<file path="config.mk">
export PLATFORM = sky130hd
export DESIGN_NAME = lzwc_ram
export DESIGN_NICKNAME = d
export VERILOG_FILES = /design/src/rtl/assert_macros.svh /design/src/rtl/lzwc_ram.sv
export SDC_FILE = /design/constraint.sdc
export NUM_CORES = 1
export LEC_CHECK = 0
export BUFFER_PORTS_ARGS = -buffer_cell sky130_fd_sc_hd__buf_2
export CAP_MARGIN = 20
export CORE_MARGIN = 3
export CORE_UTILIZATION = 41
export DETAILED_ROUTE_END_ITERATION = 12
export PLACE_DENSITY_LB_ADDON = 0.05
export REMOVE_ABC_BUFFERS = 1
export SLEW_MARGIN = 10
export SYNTH_ARGS = -nofsm -noshare
export SYNTH_HDL_FRONTEND = slang
export SYNTH_SLANG_ARGS = --single-unit
</file>
<file path="constraint.sdc">
create_clock -name clk -period 4 [get_ports clk]
set_input_delay 1 -clock clk [delete_from_list [all_inputs] [get_ports clk]]
set_output_delay 1 -clock clk [all_outputs]
set_load 0.01 [all_outputs]
</file>
<file path="src/rtl/assert_macros.svh">
`ifndef ASSERT_MACROS_SVH
`define ASSERT_MACROS_SVH
// same-cycle implication
`define ASSERT_IMPL(lbl, clk, rst_n, a, c) \
    lbl: assert property (@(posedge clk) disable iff (!rst_n) (a) |-> (c)) \
        else $error("assertion failed");
// next-cycle implication
`define ASSERT_NEXT(lbl, clk, rst_n, a, c) \
    lbl: assert property (@(posedge clk) disable iff (!rst_n) (a) |=> (c)) \
        else $error("assertion failed");
`endif

</file>
<file path="src/rtl/lzwc_ram.sv">
`default_nettype none
module lzwc_ram #(
    parameter int WIDTH = 8,
    parameter int DEPTH = 16
) (
    input  wire logic                     clk,
    input  wire logic                     we,
    input  wire logic [$clog2(DEPTH)-1:0] waddr,
    input  wire logic [WIDTH-1:0]         wdata,
    input  wire logic [$clog2(DEPTH)-1:0] raddr,
    output logic      [WIDTH-1:0]         rdata
);
    logic [WIDTH-1:0] mem [DEPTH];

    always_ff @(posedge clk)
    begin
        if (we)
        begin
            mem[waddr] <= wdata;
        end
        rdata <= mem[raddr];
    end
endmodule
`default_nettype wire

</file>
==> results.txt, run 1 <==
The run finished with clean final reports. The highest net fanout along the worst path works out to 32. Yosys printed 0 warnings. The tools report the number of diodes as 0.

The kind of critical path was in2reg. Headroom to the max-slew limit came out at 34.6%. The run gives 42.3% as the starting density of the core.

For the initial antenna violation count, the log shows 0. The number of failing setup endpoints in the final timing report is 0. The fraction of layout instances using a drive strength above 1 was 28.2%; the register-to-register setup slack was 2580 ps. The clock passes through at most 2 buffers.

For the final HPWL from detailed placement, the log shows 6600 um. Leaving out fill and tap cells, the most frequent cells in the layout are sky130_fd_sc_hd__edfxtp_1 (128), sky130_fd_sc_hd__buf_2 (25), sky130_fd_sc_hd__mux4_2 (18), sky130_fd_sc_hd__clkbuf_16 (17), sky130_fd_sc_hd__a22oi_1 (16). The clock latency on the worst-skew pair was 410 ps; the CTS H-tree depth was 4. Dividing total power by cell area gives a power density of 553 nW/um2. The first routing iteration left 222 violations. The area of the core is 12200 um2, and the pin count of the biggest net entering global routing is 33.

The via count of the first global-routing pass is 2438, and the synthesized area is 5150 um2. The number of failing hold endpoints at the final stage came out at 0. The area added between synthesis and finish works out to 18.1%.

Buffers placed on the I/O ports in this run total 25. The leakage power summed over all cells was 2.05 nW. The first detailed-routing pass ran for 5 iterations. The die covers 13900 um2.

The final critical-path share of the clock period is 58.3%, and the wire length per cell after detailed routing is 22.9 um. For this block, the via count after detailed routing is 2341. The tool flagged a number of max-cap violations equal to 0. The run gives 0 as the total setup buffers inserted after CTS. After global routing the overflow that remains totals 0.

At the pin with the least slew margin, the transition time is 978 ps. The logs give 0 ps for the aggregate negative setup slack and 40 for the floorplan row count. Cell with the biggest individual delay on the critical path: sky130_fd_sc_hd__mux4_1. Counting the buffers created by CTS gives 17. The register area share after synthesis was 77.8%. A synthesized cell averages 22.5 um2. In the routed design, unresolved DRC markers number 0. Setup repair after global routing left no endpoint under its margin.

Once detail routing completed, the nets flagged for antenna violations numbered 0. The end of the worst register-to-register path is rdata[2]. The worst setup path is captured at a register.

The largest single stage delay on the critical path is 650 ps. Summed over all layers, the routed wires come to 10400 um. Synthesis handed over a netlist of 229 instances.

The number of max-slew violations in the final report came out at 0. The critical path goes through buf_2, buf_4, mux4_1, a22oi_1, nand2_1. Gates resized during post-CTS repair numbered 0.

The die outline width works out to 118 um. STA classifies the critical path startpoint as a primary input. The endpoint arrival time on the critical path came out at 2620 ps. The total global routing track utilization was 16.2%. For the worst setup path, the data required time is 4290 ps. The tools report the final standard cell utilization of the core as 50.0%. The total clock sinks was 136. IR analysis of the VDD net gives a maximum drop of 0.000298 V. Based on the critical path, the design can be clocked at up to 429 MHz.

At the end of routability-driven placement, the weighted congestion stood at 0.687. Capturing instance or port of the critical path: rdata[2]. Clock transition at the registers of the reported paths: 50 ps. Using the TritonRoute via totals, the vias-per-cell ratio works out to 5.18. TritonCTS built the clock tree. The first global-routing pass estimated 15800 um of wire. The tools report the source of the critical timing path as raddr[0]. The tools report the library cell used as clock root buffer as sky130_fd_sc_hd__clkbuf_16. The number of distinct standard cells referenced by the synthesized netlist came out at 19.

The height of the die was 118 um. Launch instance of the worst register-to-register path: mem[9][2]. Pin placement for this block handled 26 I/O pins.

For the worst setup skew after layout, the log shows 5.34 ps. Counting flops and latches in the post-synthesis netlist gives 136. Most frequent standard cell in the layout excluding fill and tap cells: sky130_fd_sc_hd__edfxtp_1. At the end of the flow, the number of nets in the layout was 289.

The run gives 0 as the post-cts hold buffer count. The tightest min-delay check is of the reg2reg type. The time the final worst path needs with I/O delays and setup works out to 2330 ps. Counting cells, the worst reg-to-reg path comes to 3.
sequential cells by signal (all words and copies together), names as in the netlist:
register and flops:
mem 128, rdata 8
report_power, final:
group | internal (mW) | switching, mW
combinational | 0.0586 | 0.0855
clock | 1.08 | 0.530
sequential | 1.59 | 0.0101
total | 2.74 | 0.626
layout make-up:
class,count,area (um2)
Clock buffer,22,474
Clock inverter,10,148
Fill cell,974,6080
Multi-Input combinational cell,83,1060
Sequential cell,136,4000
Tap cell,168,210
Timing Repair Buffer,33,185
how the worst min path moves through the flow:
| stage | startpoint | end | cells past startpoint |
|---|---|---|---|
| after global placement | mem[0][2] | rdata[2] | 3 |
| after global routing | mem[0][2] | rdata[2] | 3 |
| after detailed placement | mem[7][5] | rdata[5] | 3 |
| final | mem[6][7] | rdata[7] | 3 |
| after floorplan | mem[7][0] | rdata[0] | 3 |
| after CTS | mem[7][5] | rdata[5] | 3 |
Yosys cell counts:
cell,number,area share (%)
sky130_fd_sc_hd__buf_4,1,0.15
sky130_fd_sc_hd__or3b_2,1,0.17
sky130_fd_sc_hd__and2b_1,1,0.15
sky130_fd_sc_hd__and2_1,1,0.12
sky130_fd_sc_hd__clkdlybuf4s25_2,3,0.58
sky130_fd_sc_hd__nand3b_1,2,0.29
sky130_fd_sc_hd__nand2_1,9,0.66
sky130_fd_sc_hd__mux4_2,18,7.9
sky130_fd_sc_hd__dfxtp_1,8,3.1
sky130_fd_sc_hd__nor2_1,13,0.95
sky130_fd_sc_hd__a22oi_1,16,2.3
sky130_fd_sc_hd__edfxtp_1,128,75
sky130_fd_sc_hd__nor3_1,4,0.39
sky130_fd_sc_hd__nor2b_1,1,0.12
sky130_fd_sc_hd__buf_6,3,0.66
sky130_fd_sc_hd__buf_2,3,0.29
sky130_fd_sc_hd__mux4_1,14,7.1
sky130_fd_sc_hd__nand3_1,1,0.097
sky130_fd_sc_hd__nand2b_1,2,0.24
critical path, delay by kind of cell:
kind / cells / cell delay (ps)
AND/OR/NAND/NOR: 1 / 80
multiplexers: 1 / 650
buffers and inverters: 2 / 570
AO/OA/AOI/OAI: 1 / 310
kinds of logic (layout without fill, tap and decap cells):
| kind of cell | after synthesis | count (layout) | synth area share (%) |
|---|---|---|---|
| flip-flops | 136 | 136 | 77.8 |
| buffers and inverters | 10 | 65 | 1.68 |
| multiplexers | 32 | 32 | 15.0 |
| AND/OR/NAND/NOR | 35 | 35 | 3.18 |
| AO/OA/AOI/OAI | 16 | 16 | 2.33 |
routing by layer:
metal | vias up | wire, um | GRT usage [%]
met4 | 0 | 79 | 5.49
met1 | 1194 | 4950 | 23.4
met3 | 11 | 576 | 5.09
li1 | 1059 | - | -
met5 | - | 0 | 0
met2 | 77 | 4740 | 23.3
through the flow:
step	worst slack, ps	hold WS (ps)	std cells	instance area [um2]	power [mW]
2_1_floorplan	1510	629	219	5060	1.70
3_5_place_dp	1150	660	420	5460	1.78
5_1_grt	1530	716	452	6080	3.48
4_1_cts	1590	678	452	6080	3.39
6_report	1670	675	452	6080	3.36
3_3_place_gp	1170	666	420	5460	1.78
No activity file was read; power rests on OpenSTA's default activity.
==> run 2, diff against run 1 <==
- clock period: 4 -> 2.35 ns (I/O delays scaled with it)
==> run 2 against run 1 <==
Effect of this change:
- sequential cell count unchanged
- non-clock buffer count up 12
- combinational power up 77%
- clock power rose by 42%
- die area is the same
- cell area grew 0.16%
==> results.txt, run 2 (synthesized netlist as in run 1, its figures left out) <==
The count of placed standard cells including taps was 432 (was 420); the number of diodes was 0 (unchanged). Clock latency on the worst-skew pair: 400 ps (was 410 ps). The highest routing layer actually used is met5 (was met4). The endpoint arrival time on the critical path is 1950 ps (was 2620 ps), and the number of DRC violations after detailed-routing iteration 0 is 234 (was 222). The fraction of layout instances using a drive strength above 1 is 29.7% (was 28.2%), and the flip-flop count of the largest register after layout is 128 (unchanged). The tools report the aggregate negative setup slack as 0 ps (unchanged). The run gives 990 ps (was 2580 ps) as the register-to-register setup slack.

The tools report the post-cts hold buffer count as 0 (unchanged). The run gives 26 (unchanged) as the boundary pin count. Worst-path cell chain: buf_2, buf_12, mux4_1, a22oi_1, nand2_1 (was buf_2, buf_4, mux4_1, a22oi_1, nand2_1). The wire length per cell after detailed routing came out at 21.9 um (was 22.9 um). The final HPWL from detailed placement is 6110 um (was 6600 um).

The met2 routed wirelength was 4700 um (was 4740 um). The library cell used as clock root buffer is sky130_fd_sc_hd__clkbuf_16 (unchanged). The transition time at the pin with the least slew margin works out to 456 ps (was 978 ps).

For the via count of the first global-routing pass, the log shows 2497 (was 2438). The stage delay of the slowest cell on the critical path is 600 ps (was 650 ps), and the first-pass GRT wire length is 15500 um (was 15800 um). The total global routing track utilization is 15.7% (was 16.2%), and the height of the die is 118 um (unchanged). The count of input and output buffers is 25 (unchanged), and the count of cells along the worst hold path is 1 (was 3). The critical path capture point type is a register (unchanged).

The tools report the area of the core as 12200 um2 (unchanged). The most frequent standard cell in the layout excluding fill and tap cells was sky130_fd_sc_hd__edfxtp_1 (unchanged). The number of failing hold endpoints at the final stage was 0 (unchanged).

The tools report the floorplan row count as 40 (unchanged). TritonCTS built the clock tree. The die outline width is 118 um (unchanged), and the count of unresolved DRC violations after routing is 0 (unchanged). The run gives 10200 um (was 10400 um) as the final wirelength.

The worst path in the final design needs a cycle of 1660 ps, including I/O delays and setup. The worst-case hold slack is 561 ps (was 675 ps). Setup repair after global routing left no endpoint under its margin. The initial antenna violation count is 1 (was 0), and the total clock sinks is 136 (unchanged). Of the available clock period, the critical path in the final layout requires 70.8%. Starting density of the core: 42.3% (unchanged). The largest buffer count on any clock path is 2 (unchanged), and the post-route non-filler standard cell count is 464 (was 452).

The logs give 400 um (was 576 um) for the wire length on met3 and 685 ps (was 1670 ps) for the post-route worst setup slack. The source of the critical timing path is raddr[0] (unchanged). The run gives 0 (unchanged) as the total grt overflow. Biggest regs: mem: 128 flops, rdata: 8 flops (unchanged). The area of the die is 13900 um2 (unchanged), and the leakage power summed over all cells is 2.07 nW (was 2.05 nW). The clock transition at the registers of the reported paths works out to 60 ps (was 50 ps). The run gives 4 (was 5) as the number of iterations in the first detailed-routing pass.

The run gives 229 ps (was 1150 ps) as the worst slack at placement. The logs give 4 (unchanged) for the CTS H-tree depth and 69.6% (was 34.6%) for the relative slew slack. The run finished with clean final reports. Worst setup skew after layout: 5.44 ps (was 5.34 ps).

The cell with the biggest individual delay on the critical path is sky130_fd_sc_hd__mux4_1 (unchanged). Depth of the worst register-to-register path: 3 (unchanged). The register with the most flip-flops was mem (unchanged). The maximum operating frequency is 601 MHz, and the number of max-cap violations is 0 (unchanged).

The logs give 4930 um (was 4950 um) for the routed metal-1 wire length and 301 (was 289) for the number of nets at the end of the flow. The number of vias per cell after detailed routing is 5.13 (was 5.18). The number of failing setup endpoints in the final timing report was 0 (unchanged); the area added between synthesis and finish was 18.3% (was 18.1%). The kind of critical path is in2reg (unchanged). Total power: 5.28 mW (was 3.36 mW). The tools report the worst ir drop on vdd as 0.000426 V (was 0.000298 V). The highest net fanout along the worst path works out to 32 (unchanged).

Worst min-delay path startpoint: wdata[5] (was mem[6][7]). The number of buffers added by the clock tree synthesis step came out at 17 (unchanged). The launch instance of the worst register-to-register path was mem[1][2] (was mem[9][2]). The areal power density over the cells came out at 867 nW/um2 (was 553 nW/um2). The weighted congestion at the end of routability-driven global placement was 0.730 (was 0.687); the quantity of gates resized following cts was 0 (unchanged). Commonest cells after routing, fill and taps aside: sky130_fd_sc_hd__edfxtp_1 (128), sky130_fd_sc_hd__buf_2 (25), sky130_fd_sc_hd__mux4_2 (18), sky130_fd_sc_hd__buf_4 (18), sky130_fd_sc_hd__clkbuf_16 (17) (was sky130_fd_sc_hd__edfxtp_1 (128), sky130_fd_sc_hd__buf_2 (25), sky130_fd_sc_hd__mux4_2 (18), sky130_fd_sc_hd__clkbuf_16 (17), sky130_fd_sc_hd__a22oi_1 (16)). The kind of path behind the tightest hold check is in2reg (was reg2reg).

Critical path startpoint category: a primary input (unchanged). The logs give 2630 ps (was 4290 ps) for the worst path required time and 2379 (was 2341) for the total via count in the routed design. The run gives 33 (unchanged) as the pin count of the biggest net entering global routing. The total setup buffers inserted after CTS is 0 (unchanged), and the number of max-slew violations in the final report is 0 (unchanged). Final antenna-violating net count: 0 (unchanged).
==> run 2: cell count changes in the layout (fill, tap and decap cells not counted), sizes merged <==
cell and delta:
buf +12, clkbuf +5, bufinv -4, clkinv -1
==> run 2: layer usage <==
metal | vias to the layer above | track usage [%]
met5 | - | 0
li1 | 1079 | -
met4 | 2 | 5.27
met3 | 12 | 4.90
met1 | 1237 | 22.7
met2 | 49 | 22.7
==> run 2: path summary, 6_finish.rpt <==
| path | to |
|---|---|
| hold / removal | mem[15][5] |
| setup reg to reg | rdata[2] |
| hold reg to reg | rdata[1] |
| setup / recovery | rdata[2] |
==> run 2: layout make-up <==
type | instances | area (um2)
clock buffer | 27 | 493
multi-input combinational | 83 | 1060
clock inverter | 5 | 23.8
tap | 168 | 210
fill | 996 | 6070
timing repair buffer | 45 | 300
sequential | 136 | 4000
==> run 2: power by group <==
group | leakage [nW] | switching (mW) | internal [mW]
Sequential | 1.22 | 0.0175 | 2.71
Clock | 0.257 | 0.873 | 1.42
Combinational | 0.586 | 0.145 | 0.110
Total | 2.07 | 1.04 | 4.25
==> run 2: through the flow <==
step                      area [um2]  util [%]
final                           6090      50.1
after floorplan                 5060         -
after global placement          5570      45.8
after global routing            6090      50.1
after detailed placement        5570      45.8
after CTS                       6090      50.1
==> run 2: critical path, delay by kind of cell <==
kind	cells	cell delay (ps)
compound gates	1	300
simple gates	1	80
mux	1	600
buf+inv	2	350
==> run 3, diff against run 2 <==
- ABC_AREA: unset -> 1
- clock period: 2.35 -> 1.65 ns (I/O delays scaled with it)
==> run 3 against run 2 <==
Effect of this change:
- clock skew up 1.4 ps
- combinational power increased by 87%
- core utilization down 0.080 points
- non-clock buffer count grew 8
- clock power grew 55%
- total power increased by 50%
- global-route usage rose by 1.7 points
- die area rose by 11%
- highest routed layer is now met4
- sequential cell count stayed put
==> results.txt, run 3 <==
The most numerous cell in the Yosys netlist is sky130_fd_sc_hd__nand2_1 (was sky130_fd_sc_hd__edfxtp_1). The worst slack at placement is 172 ps (was 229 ps). Setup repair after global routing left no endpoint under its margin. The area of the die is 15500 um2 (was 13900 um2). Worst-path cell chain: buf_2 (was buf_2, buf_12, mux4_1, a22oi_1, nand2_1).

The wire length per cell after detailed routing works out to 16.3 um (was 21.9 um). The run gives 290 ps (was 685 ps) as the post-route worst setup slack. The number of diodes was 0 (unchanged). The area share of the largest cell type after synthesis was 66.7% (was 74.7%); the final HPWL from detailed placement was 7940 um (was 6110 um).

The tools report the total clock sinks as 136 (unchanged). The register area is 4000 um2 (unchanged), and the register area share after synthesis is 69.4% (was 77.8%). Commonest cells after routing, fill and taps aside: sky130_fd_sc_hd__nand2_1 (173), sky130_fd_sc_hd__edfxtp_1 (128), sky130_fd_sc_hd__inv_1 (100), sky130_fd_sc_hd__nand3_1 (97) (was sky130_fd_sc_hd__edfxtp_1 (128), sky130_fd_sc_hd__buf_2 (25), sky130_fd_sc_hd__mux4_2 (18), sky130_fd_sc_hd__buf_4 (18), sky130_fd_sc_hd__clkbuf_16 (17)). The post-cts hold buffer count came out at 0 (unchanged). The logs give 0 (unchanged) for the number of failing setup endpoints in the final timing report and 2.95 nW (was 2.07 nW) for the leakage power summed over all cells. The count of input and output buffers works out to 25 (unchanged).

TritonCTS built the clock tree. The largest buffer count on any clock path was 2 (unchanged). The areal power density over the cells was 1170 nW/um2 (was 867 nW/um2). The launch instance of the worst register-to-register path is mem[1][3] (was mem[1][2]). The total global routing track utilization came out at 17.4% (was 15.7%).

The logs give 42 (was 40) for the floorplan row count and 5770 um2 (was 5150 um2) for the synthesized area. The dominant synthesized flop cell is sky130_fd_sc_hd__edfxtp_1 (unchanged). The number of buffers added by the clock tree synthesis step is 17 (unchanged), and the count of flip-flops with a built-in enable after synthesis is 128 (unchanged). The depth of the worst register-to-register path was 6 (was 3); the total via count in the routed design was 3722 (was 2379).

Height of the die: 125 um (was 118 um). The run gives 0 (unchanged) as the total grt overflow. Die outline width: 125 um (was 118 um). Gate family responsible for the most delay along the worst path: flip-flops (was multiplexers). The final wirelength was 12900 um (was 10200 um). The relative slew slack is 75.1% (was 69.6%). Worst min-delay path startpoint: wdata[0] (was wdata[5]).

The count of mapped cells out of synthesis came out at 551 (was 229). Stage delay of the slowest cell on the critical path: 380 ps (was 600 ps). The time the final worst path needs with I/O delays and setup was 1360 ps; the fraction of layout instances using a drive strength above 1 was 13.4% (was 29.7%). Endpoint with the worst hold slack: mem[1][0] (was mem[15][5]).

The CTS H-tree depth was 4 (unchanged). The endpoint arrival time on the critical path is 950 ps (was 1950 ps). Cell types with the highest counts after synthesis: sky130_fd_sc_hd__nand2_1 (173), sky130_fd_sc_hd__edfxtp_1 (128), sky130_fd_sc_hd__inv_1 (100) (was sky130_fd_sc_hd__edfxtp_1 (128), sky130_fd_sc_hd__mux4_2 (18), sky130_fd_sc_hd__a22oi_1 (16)). The cell with the biggest individual delay on the critical path was sky130_fd_sc_hd__dfxtp_1 (was sky130_fd_sc_hd__mux4_1).

The area added between synthesis and finish is 17.1% (was 18.3%). The clock latency on the worst-skew pair was 410 ps (was 400 ps). The run gives 0.000672 V (was 0.000426 V) as the worst ir drop on vdd.

The number of fill cells in the layout is 1230 (was 996), and the worst path required time is 1240 ps (was 2630 ps). Biggest regs: mem: 128 flops, rdata: 8 flops (unchanged). The number of DRC violations after detailed-routing iteration 0 was 168 (was 234). The count of warnings emitted by yosys is 0 (unchanged).

The number of max-slew violations in the final report is 0 (unchanged), and the final critical-path share of the clock period is 82.4%. The flip-flop count of the largest register after layout is 128 (unchanged). For the number of nets at the end of the flow, the log shows 617 (was 301). Number of distinct standard cells referenced by the synthesized netlist: 12 (was 19).

Kind of path behind the tightest hold check: in2reg (unchanged). The tools report the critical path startpoint category as a register (was a primary input). Count of unresolved DRC violations after routing: 0 (unchanged). The transition time at the pin with the least slew margin is 373 ps (was 456 ps).

The end of the worst register-to-register path is rdata[3] (was rdata[2]). The count of cells along the worst hold path works out to 1 (unchanged). The tools report the final antenna-violating net count as 0 (unchanged).

The run gives 20100 um (was 15500 um) as the first-pass GRT wire length. The number of max-cap violations was 0 (unchanged); the aggregate negative setup slack was 0 ps (unchanged). The library cell used as clock root buffer is sky130_fd_sc_hd__clkbuf_16 (unchanged). The clock transition at the registers of the reported paths is 60 ps (about the same), and the pin count of the biggest net entering global routing is 65 (was 33). The flow ran to the end, and the final reports show no timing, DRC or antenna violations. The buffer and inverter count on the worst path is 1 (was 2). The largest area contributor in the synthesized netlist is sky130_fd_sc_hd__edfxtp_1 (unchanged).

Based on the critical path, the design can be clocked at up to 736 MHz. The total setup buffers inserted after CTS came out at 0 (unchanged). The starting density of the core is 42.7% (was 42.3%). The most frequent standard cell in the layout excluding fill and tap cells was sky130_fd_sc_hd__nand2_1 (was sky130_fd_sc_hd__edfxtp_1).

Number of iterations in the first detailed-routing pass: 4 (unchanged). For the worst setup skew after layout, the log shows 6.85 ps (was 5.44 ps). For the weighted congestion at the end of routability-driven global placement, the log shows 0.775 (was 0.730). The run gives 50.0% (was 50.1%) as the final standard cell utilization of the core. The share of flip-flops with an asynchronous set or reset was 0% (unchanged); the initial antenna violation count was 0 (was 1).

The average size of a mapped cell was 10.5 um2 (was 22.5 um2); the number of failing hold endpoints at the final stage was 0 (unchanged). The via count of the first global-routing pass was 3504 (was 2497); the total area of multi-input combinational cells was 1210 um2 (was 1060 um2). The highest net fanout along the worst path was 1 (was 32); the boundary pin count was 26 (unchanged). The quantity of gates resized following cts is 0 (unchanged), and the number of vias per cell after detailed routing is 4.72 (was 5.13). The kind of critical path is reg2out (was in2reg).

Number of storage elements in the synthesis netlist: 136 (unchanged). The register with the most flip-flops is mem (unchanged). Leading post-synthesis cells by cell area: sky130_fd_sc_hd__edfxtp_1 (67%), sky130_fd_sc_hd__nand2_1 (11%), sky130_fd_sc_hd__nand3_1 (8.4%), sky130_fd_sc_hd__inv_1 (6.5%), sky130_fd_sc_hd__dfxtp_1 (2.8%) (was sky130_fd_sc_hd__edfxtp_1 (75%), sky130_fd_sc_hd__mux4_2 (7.9%), sky130_fd_sc_hd__mux4_1 (7.1%), sky130_fd_sc_hd__dfxtp_1 (3.1%), sky130_fd_sc_hd__a22oi_1 (2.3%)). Area of the core: 13500 um2 (was 12200 um2).

The register-to-register setup slack came out at 680 ps (was 990 ps). The critical path capture point type is an output pin (was a register).
## run 3: cell count changes after synthesis, sizes merged, moves of 2 or more
cell and change:
nand2 +164, inv +102, nand3 +96, mux4 -32, buf +17, a22oi -16
nor2 +4, nor3 -4, clkdlybuf4s25 -3, nand2b -2
## run 3: kinds of logic after synthesis
logic type,Yosys count,synth area share (%)
buffers and inverters,126,9.52
flip-flops,136,69.4
AND/OR/NAND/NOR,289,21.0
## run 3: worst max-delay path by stage
stage                    end  slack (ps)     start  cells past startpoint
CTS                 rdata[2]         220  rdata[2]                      1
detailed placement  rdata[7]         170  raddr[0]                      7
floorplan           rdata[2]         260  raddr[0]                      6
finish              rdata[2]         290  rdata[2]                      1
global route        rdata[2]         220  rdata[2]                      1
global placement    rdata[7]         170  raddr[0]                      7
## run 3: through the flow
step | total power, mW | cells | hold slack (ps) | area, um2
6_report | 7.91 | 788 | 389 | 6750
5_1_grt | 8.20 | 788 | 379 | 6750
4_1_cts | 7.99 | 788 | 378 | 6750
3_5_place_dp | 4.44 | 756 | 658 | 6190
3_3_place_gp | 4.44 | 756 | 664 | 6190
2_1_floorplan | 4.17 | 527 | 511 | 5600
## run 3: cell type report
cell class / instances / area share [%]
Clock buffer: 21 / 6.67
Clock inverter: 11 / 1.58
Inverter: 102 / 5.67
Multi-Input combinational cell: 289 / 18.0
Sequential cell: 136 / 59.3
Tap cell: 176 / 3.26
Timing Repair Buffer: 53 / 5.52
## run 3: power breakdown
part	total [mW]	switching [mW]	internal, mW
logic	0.476	0.322	0.155
registers	3.89	0.0214	3.86
clock network	3.55	1.31	2.23
total	7.91	1.65	6.25
## run 3: worst reg2reg max path, delay by kind of cell, from the launching register on
kind | cells | cell delay [ps]
simple gates | 5 | 410
flops | 1 | 370
buf+inv | 1 | 60
## run 3: metal layers
metal	up-vias	track usage [%]	wire [um]
li1	1869	-	-
met1	1774	23.6	6050
met2	59	27.1	6130
met3	20	4.42	490
met4	0	6.51	200
met5	-	0	0
